==> src/sv/cmvc_pkg.sv <==
// Shared types, constants and lookup functions of the bus volume calculator.
`timescale 1ns / 1ps
package cmvc_pkg;

  localparam int ONE_Q14       = 16384;
  localparam int HALF_Q14      = 8192;
  localparam int COMP_GAIN_Q14 = 5698;
  localparam int COMP_OFFS_Q14 = 5343;
  localparam int NUM_OUT       = 6;
  localparam int NUM_GAIN      = 6;
  localparam int VOL_W         = 18;
  localparam int CFG_W         = 48;

  typedef logic [14:0] lvl_t;
  typedef logic [VOL_W-1:0] vol_t;

  typedef enum logic [1:0] {
    PART_SKIP = 2'd0,
    PART_ADD  = 2'd1,
    PART_POW  = 2'd2
  } part_op_t;

  typedef struct packed {
    part_op_t snd;
    part_op_t eff;
    part_op_t chn;
  } row_ops_t;

  typedef enum logic [2:0] {
    SRC_NONE    = 3'd0,
    SRC_PAN     = 3'd1,
    SRC_FX      = 3'd2,
    SRC_SUR     = 3'd3,
    SRC_UNITY   = 3'd4,
    SRC_INV_PAN = 3'd5,
    SRC_INV_FX  = 3'd6,
    SRC_INV_SUR = 3'd7
  } src_t;

  typedef enum logic [1:0] {
    MODE_CENTRE = 2'd0,
    MODE_NO_SUR = 2'd1,
    MODE_FULL   = 2'd2
  } mode_t;

  typedef enum logic [2:0] {
    CFG_SOUND_LEVELS   = 3'd0,
    CFG_CHANNEL_LEVELS = 3'd1,
    CFG_POWER_WEIGHTS  = 3'd2,
    CFG_CALC_TYPES     = 3'd3,
    CFG_MIX_SLOTS      = 3'd4,
    CFG_VOLUME_GAIN    = 3'd5,
    CFG_CHANNEL_LEVEL  = 3'd6
  } cfg_idx_t;

  typedef struct packed {
    lvl_t pan;
    lvl_t fx;
    lvl_t sur;
  } levels_t;

  typedef struct packed {
    lvl_t [NUM_GAIN-1:0] lin;
    lvl_t [NUM_GAIN-1:0] sine;
    lvl_t [NUM_GAIN-1:0] csine;
  } gains_t;

  function automatic row_ops_t calc_row(logic [4:0] row);
    row_ops_t r;
    case (row)
      5'd1, 5'd2: r = '{PART_SKIP, PART_SKIP, PART_ADD};
      5'd3, 5'd6: r = '{PART_SKIP, PART_ADD,  PART_SKIP};
      5'd4:       r = '{PART_SKIP, PART_ADD,  PART_ADD};
      5'd5:       r = '{PART_SKIP, PART_ADD,  PART_POW};
      5'd7:       r = '{PART_SKIP, PART_POW,  PART_ADD};
      5'd8:       r = '{PART_SKIP, PART_POW,  PART_POW};
      5'd9, 5'd18: r = '{PART_ADD, PART_SKIP, PART_SKIP};
      5'd10:      r = '{PART_ADD,  PART_SKIP, PART_ADD};
      5'd11:      r = '{PART_ADD,  PART_SKIP, PART_POW};
      5'd12:      r = '{PART_ADD,  PART_ADD,  PART_SKIP};
      5'd13:      r = '{PART_ADD,  PART_ADD,  PART_ADD};
      5'd14:      r = '{PART_ADD,  PART_ADD,  PART_POW};
      5'd15:      r = '{PART_ADD,  PART_POW,  PART_SKIP};
      5'd16:      r = '{PART_ADD,  PART_POW,  PART_ADD};
      5'd17:      r = '{PART_ADD,  PART_POW,  PART_POW};
      5'd19:      r = '{PART_POW,  PART_SKIP, PART_ADD};
      5'd20:      r = '{PART_POW,  PART_SKIP, PART_POW};
      5'd21:      r = '{PART_POW,  PART_ADD,  PART_SKIP};
      5'd22:      r = '{PART_POW,  PART_ADD,  PART_ADD};
      5'd23:      r = '{PART_POW,  PART_ADD,  PART_POW};
      5'd24:      r = '{PART_POW,  PART_POW,  PART_SKIP};
      5'd25:      r = '{PART_POW,  PART_POW,  PART_ADD};
      5'd26:      r = '{PART_POW,  PART_POW,  PART_POW};
      default:    r = '{PART_SKIP, PART_SKIP, PART_SKIP};
    endcase
    return r;
  endfunction

  // gain lane: pan, fx, sur, then their complements
  function automatic logic [2:0] gain_lane(src_t s);
    logic [2:0] k;
    case (s)
      SRC_PAN:     k = 3'd0;
      SRC_FX:      k = 3'd1;
      SRC_SUR:     k = 3'd2;
      SRC_INV_PAN: k = 3'd3;
      SRC_INV_FX:  k = 3'd4;
      SRC_INV_SUR: k = 3'd5;
      default:     k = 3'd0;
    endcase
    return k;
  endfunction

endpackage

==> src/sv/cmvc_slot.sv <==
// Three-stage bus slot: two scale laws, clamp, and channel level multiply.
`timescale 1ns / 1ps
module cmvc_slot
  import cmvc_pkg::*;
(
  input  logic        clk,
  input  logic        en,
  input  logic [6:0]  slot_cfg,
  input  gains_t      gains,
  input  vol_t        vol,
  input  logic [15:0] channel_level,
  output logic [15:0] bus_volume
);

  src_t sel1, sel2;
  lvl_t g1, g2;
  logic [32:0] p1;
  logic [32:0] p2;
  logic [30:0] p3;
  logic        on1_r, on2_r;
  vol_t        v1_r;
  lvl_t        g2_r;
  lvl_t        v2_r, v2_nxt;
  logic [15:0] out_r, out_nxt;

  assign sel1 = src_t'(slot_cfg[5:3]);
  assign sel2 = src_t'(slot_cfg[2:0]);

  always_comb begin
    case (sel1)
      SRC_NONE, SRC_UNITY:  g1 = 15'(ONE_Q14);
      SRC_FX, SRC_INV_FX:   g1 = gains.lin[gain_lane(sel1)];
      default:              g1 = gains.sine[gain_lane(sel1)];
    endcase
    case (sel2)
      SRC_NONE, SRC_UNITY:  g2 = 15'(ONE_Q14);
      SRC_FX, SRC_INV_FX:   g2 = gains.lin[gain_lane(sel2)];
      SRC_SUR, SRC_INV_SUR: g2 = gains.csine[gain_lane(sel2)];
      default:              g2 = gains.sine[gain_lane(sel2)];
    endcase
  end

  assign p1 = 33'(vol) * 33'(g1);
  assign p2 = 33'(v1_r) * 33'(g2_r);
  assign p3 = 31'(v2_r) * 31'(channel_level);

  assign v2_nxt  = (p2[32:14] > 19'(ONE_Q14)) ? 15'(ONE_Q14) : p2[28:14];
  assign out_nxt = on2_r ? p3[29:14] : '0;

  always_ff @(posedge clk) begin
    if (en) begin
      on1_r <= slot_cfg[6];
      v1_r  <= p1[31:14];
      g2_r  <= g2;
      on2_r <= on1_r;
      v2_r  <= v2_nxt;
      out_r <= out_nxt;
    end
  end

  assign bus_volume = out_r;

endmodule

==> config.mk <==
export PLATFORM = sky130hd
export DESIGN_NAME = cmvc_slot
export DESIGN_NICKNAME = d
export VERILOG_FILES = /design/src/sv/cmvc_pkg.sv /design/src/sv/cmvc_slot.sv
export SDC_FILE = /design/constraint.sdc
export NUM_CORES = 2
export LEC_CHECK = 0
export BUFFER_PORTS_ARGS = -buffer_cell sky130_fd_sc_hd__buf_4
export CAP_MARGIN = 20
export CORE_MARGIN = 3
export CORE_UTILIZATION = 25
export CTS_CLUSTER_DIAMETER = 150
export DETAILED_ROUTE_END_ITERATION = 12
export GPL_ROUTABILITY_DRIVEN = 0
export SYNTH_ARGS = -nofsm -noshare
export SYNTH_HDL_FRONTEND = slang
export SYNTH_SLANG_ARGS = --single-unit
==> constraint.sdc <==
create_clock -name clk -period 9.7 [get_ports clk]
set_clock_uncertainty 0.05 [all_clocks]
set_input_delay 0.97 -clock clk [delete_from_list [all_inputs] [get_ports clk]]
set_output_delay 0.97 -clock clk [all_outputs]
set_load 0.1 [all_outputs]
# Word-level counts from Yosys, hierarchy flattened
# Cells that the tools add are included.
op_classes:
  multipliers: 3
  magnitude_cmp: 6
  n_eq_ne: 12
  n_mux: 19
  reduce_logical: 9
ops:
  columns: ["cell", "n"]
  rows:
  - ["15-bit binary-select mux with 3-bit select", 5]
  - ["15-bit 2-to-1 mux", 5]
  - ["15-bit case mux with 3 select lines", 1]
  - ["18-bit by 15-bit multiplier with 33-bit output", 1]
  - ["18-bit by 15-bit multiplier with 32-bit output", 1]
  - ["15-bit by 16-bit multiplier with 30-bit output", 1]
  - ["15-bit case mux with 2 select lines", 1]
  - ["3-bit case mux with 5 select lines", 2]
  - ["3-bit == test, second input constant", 8]
  - ["3-bit by 4-bit < comparator with 1-bit output, second input constant", 5]
  - ["19-bit by 15-bit greater-than comparator with 1-bit output, second input constant", 1]
  - ["3-bit 2-to-1 mux", 5]
  - ["3-bit by 2-bit == test with 1-bit output, second input constant", 4]
  - ["2-bit OR reduction", 5]
  - ["3-bit logical NOT", 2]
  - ["6-bit OR reduction", 1]
  - ["4-bit OR reduction", 1]
totals:
  register_bits: 66
  inputBits: 313
  output_inout_bits: 16
  elab_cells: 55

# Longest topological paths before layout
logic_depth:
  ltp_word: 7
  depth_mapped: 30
  mapped_depth_nobuf: 28

# Worst setup path after synthesis
# Ideal clock, no wire load.
synth_timing:
  path_type: "input port to flip-flop"
  start: "in slot_cfg[3]"
  end: "reg v1_r[7] (data pin)"
  setup_ns: 0.260
  arrival_ns: 7.606
  t_required_ns: 9.390
  slack_ns: 1.784
  cell_stages: 26
  path_buffers: 3
  path_cell_list: "buf_2 -> nand2b_1 -> nor2_1 -> a21oi_1 -> buf_2 -> mux2_2 -> a222oi_1 -> o22ai_1 -> buf_2 -> nand2_1 -> fa_1 -> fa_1 -> inv_1 -> fa_1 -> fa_1 -> fa_1 -> inv_1 -> fa_1 -> inv_1 -> ha_1 -> a21o_1 -> a221oi_1 -> nand2_2 -> a31oi_4 -> o211ai_1 -> mux2_2"
synth_between:
  elab_chain_len: 7
  elab_cells_between_ends: 18
  classes_between: "mul: 1; eq/ne: 6; mux: 8; reduce/logical: 3"
synth_rtl:
  columns: ["element", "line", "rtl"]
  rows:
  - ["start: declaration", "cmvc_slot.sv:8", "input logic [6:0] slot_cfg,"]
  - ["3-bit == test, or another cell as far along", "cmvc_pkg.sv:102", "case (s)"]
  - ["3-bit case mux with 5 select lines", "cmvc_pkg.sv:102", null]
  - ["3-bit 2-to-1 mux", "cmvc_slot.sv:30", "case (sel1)"]
  - ["15-bit binary-select mux with 3-bit select (on tied branches)", "cmvc_slot.sv:33, cmvc_slot.sv:32", null]
  - ["15-bit 2-to-1 mux (on tied branches)", "cmvc_slot.sv:33, cmvc_slot.sv:32", null]
  - ["15-bit case mux with 2 select lines *", "cmvc_slot.sv:30", null]
  - ["18-bit by 15-bit multiplier with 32-bit output *", "cmvc_slot.sv:43", "assign p1 = 33'(vol) * 33'(g1);"]
  - ["net p1[21]", "cmvc_slot.sv:17", "logic [32:0] p1;"]
  - ["end signal: assignment", "cmvc_slot.sv:53", "v1_r <= p1[31:14];"]
  - ["end: declaration", "cmvc_slot.sv:21", "vol_t v1_r;"]
# Mark *: on every way through the listed nets, which the timed path passes. The rest lies on a longest branch. The select of a mux whose other input is x is not followed.
# A chain may end at the register's enable or synchronous reset.

# Final worst setup path
layout_timing:
  start: "in slot_cfg[3]"
  end: "reg v1_r[15] (data pin)"
# The elaborated chain is that of the path after synthesis.

==> reports/qor.yml <==
outcome:
  status: "finished, final reports clean"
grt:
  first_global_vias: 22900
  antenna_found_initial: 5
  grt_pass1_wl_mm: 124
  gr-usage-all-layers: 0.134
  globalRouteOverflowTotal: 0
  grt_max_degree: 67
route:
  drt-total-wl_mm: 74.9
  first_pass_iters: 6
  vias: 20600
  viasPerCell: 4.50
  ant_nets: 0
  drc: 0
  routedWlPerCell_um: 16.3
  drtIter0Drc: 993
cts:
  htree_levels: 3
  cts_setup_buffers: 0
  cts_hold_buf: 0
  path_clk_slew_ns: 0.06
  cts_resized: 0
  cts_tree: "built"
  cts-buffers-inserted: 9
  clock_sinks: 66
  clkLatencyLatePin_ns: 0.39
  clockRootBuffer: "clkbuf_16"
  cts_max_path_buffers: 2
worst_setup_path:
  worst-setup-path-type: "input pin to register"
  cpMaxStageDelayCell: "fa_1"
  critical_path.max_fanout: 23
  r2r_end: "v2_r[2]"
  r2r_slack_ns: 2.44
  crit_path_frequent_cell: "fa_1"
  critPathCaptureType: "register"
  slowest_delay_ns: 0.54
  reg2reg_depth: 20
  crit_arrival_ns: 8.42
  crit_path_start_kind: "input pin"
  required_ns: 9.77
  r2r_start: "g2_r[3]"
synthesis:
  yosys_warnings: 0
  synth_ff_type: "edfxtp_1"
  synthArstFlopShare: 0
  synth_fa_ha_area_frac: 0.546
  synth_top_family_by_area: "adder cells"
  yosys_register_bits: 66
  synth_edf_count: 66
  synth_sequential_area_ratio: 0.0715
  synth_nets: 4181
  synth.distinct_cells: 71
  synth_area_per_cell_um2: 9.22
  synthCells: 3009
  syn_area_mm2: 0.0277
  synthXorXnorAreaFrac: 0.0186
  synthSimpleGateAreaFrac: 0.169
  synth-compound-area-share: 0.0660
  synthMuxAreaShare: 0.0302
place:
  dp.final_hpwl_mm: 61.5
  place_area_mm2: 0.0307
  port_buffers: 192
floorplan:
  dieArea_mm2: 0.115
  io-pin-count: 329
  rows: 121
  core_area_mm2: 0.109
  die_h_um: 339
  start_util: 0.253
  die_x_um: 339
sta:
  maxSlewViolCount: 0
  tightestPinTransition_ns: 1.03
  hold_ws_ns: 0.377
  slew-limit-headroom: 0.314
  fin_crit_sh: 0.860
  finalHoldViolCount: 0
  setup_viol: 0
  fmax_mhz: 120
  rsz0062_at_grt: "no"
  fin_setup_tns_ns: 0
  period_needed_ns: 8.34
layout:
  final_layout_size_suffix_gt1_frac: 0.0911
  fin_nets: 4273
  syn_to_final_growth_pct: 11.7
  n_fill_cell: 11700
  final_area_mm2: 0.0310
worst_hold_path:
  min_delay_worst_endpoint: "on2_r"
  min_from: "on1_r"
  min_delay_path_depth: 0
  hold_class: "register to register"
flow_run:
  maxCapViolations: 0
-- placed cells by master, fill, tap and decap left out, types with 5 or more instances in the layout --
master	Yosys	layout
a21oi_1	71	71
a211oi_1	11	11
inv_1	582	582
nand4_1	12	12
nor3_1	11	11
xnor2_1	42	42
edfxtp_1	66	66
o21ai_0	56	55
buf_4	0	219
o21bai_1	11	11
nand2_1	501	501
and3_1	6	6
a31oi_1	5	5
xor2_1	17	17
a21o_1	38	38
mux2i_1	32	32
nor2b_1	11	11
nor3b_1	9	9
o21a_1	10	10
o211ai_1	7	7
nor2_1	48	48
fa_1	587	587
a222oi_1	12	12
o22ai_1	14	14
and2_1	322	322
mux4_2	13	13
nand3_1	19	19
o21ai_1	5	6
nand2b_1	8	8
mux2_2	18	18
ha_1	272	272
clkbuf_16	0	9
-- through the flow --
step | setup slack (ns) | cells | util
finish | 1.36 | 4584 | 0.283
detailed placement | 0.919 | 4566 | 0.280
CTS | 1.34 | 4582 | 0.283
global placement | 0.956 | 4566 | 0.280
global route | 0.916 | 4584 | 0.283
floorplan | 1.78 | 3009 | -
-- Yosys cell counts (all sizes together), types with 3 or more instances --
master	instances	area (µm²)
fa	587	11800
inv	582	2180
nand2	503	1890
and2	322	2010
ha	272	3400
clkbuf	115	432
a21oi	73	373
edfxtp	66	1980
o21ai	62	314
nor2	48	180
xnor2	42	368
a21o	38	285
mux2i	32	320
buf	23	108
mux2	20	225
nand3	20	105
xor2	17	149
o22ai	14	87.6
mux4	13	293
nand4	13	96.3
a211oi	12	95.1
a222oi	12	120
nor2b	11	68.8
nor3	11	55.1
o21bai	11	82.6
o21a	10	75.1
nor3b	9	67.6
nand2b	8	50.1
o211ai	7	52.6
a31oi	6	52.6
and3	6	37.5
a41oi	4	61.3
nand3b	4	30.0
a221oi	3	32.5
and4	3	26.3
-- worst max path at each step --
stage / depth (start not counted) / startpoint / endpoint / slack [ns]
6_report: 28 / slot_cfg[3] / v1_r[15] / 1.36
5_1_grt: 28 / slot_cfg[3] / v1_r[15] / 0.92
4_1_cts: 28 / slot_cfg[3] / v1_r[15] / 1.34
3_5_place_dp: 28 / slot_cfg[3] / v1_r[15] / 0.92
3_3_place_gp: 24 / slot_cfg[4] / v1_r[15] / 0.96
2_1_floorplan: 26 / slot_cfg[3] / v1_r[7] / 1.78
-- area by class of cell --
type	count	area, µm²	area share
antenna	2	5.00	0.000162
multi-input combinational	2223	23000	0.744
timing repair buffer	219	1640	0.0531
sequential	66	1980	0.0640
tap	1476	1850	0.0596
clock inverter	7	51.3	0.00166
inverter	582	2180	0.0705
clock buffer	9	225	0.00727
-- layer usage --
layer / share of wire / vias to the layer above / track usage / routed length (µm)
li1: - / 9454 / - / -
met1: 0.44 / 10600 / 0.175 / 33100
met2: 0.50 / 483 / 0.239 / 37400
met3: 0.043 / 78 / 0.0169 / 3260
met4: 0.014 / 6 / 0.0244 / 1070
met5: 0.00056 / - / 0 / 42
-- cells by family (layout without fill, tap and decap cells) --
group           after synthesis  in the layout
fa+ha+maj                   859            859
xor+xnor                     59             59
flops                        66             66
compound gates              274            274
other cells                   0              2
mux                          65             65
buf+inv                     720            817
simple gates                966            966
-- critical path: cells and delay by family --
family	cells	cell delay [ns]
muxes	1	0.37
xor gates and xnor gates	1	0.13
adders and majority gates	7	3.28
and+or+nand+nor	5	0.87
AOI/OAI and AO/OA	8	2.05
buffers and inverters	6	0.73
-- state kept, by name, summed over array words and instances (netlist names) --
signal	count
v2_r	15
bus_volume	16
v1_r	18
on1_r	1
g2_r	15
on2_r	1
Power is not shown: default switching activity piles up to over one toggle a cycle in this logic, so the estimate is an artifact.
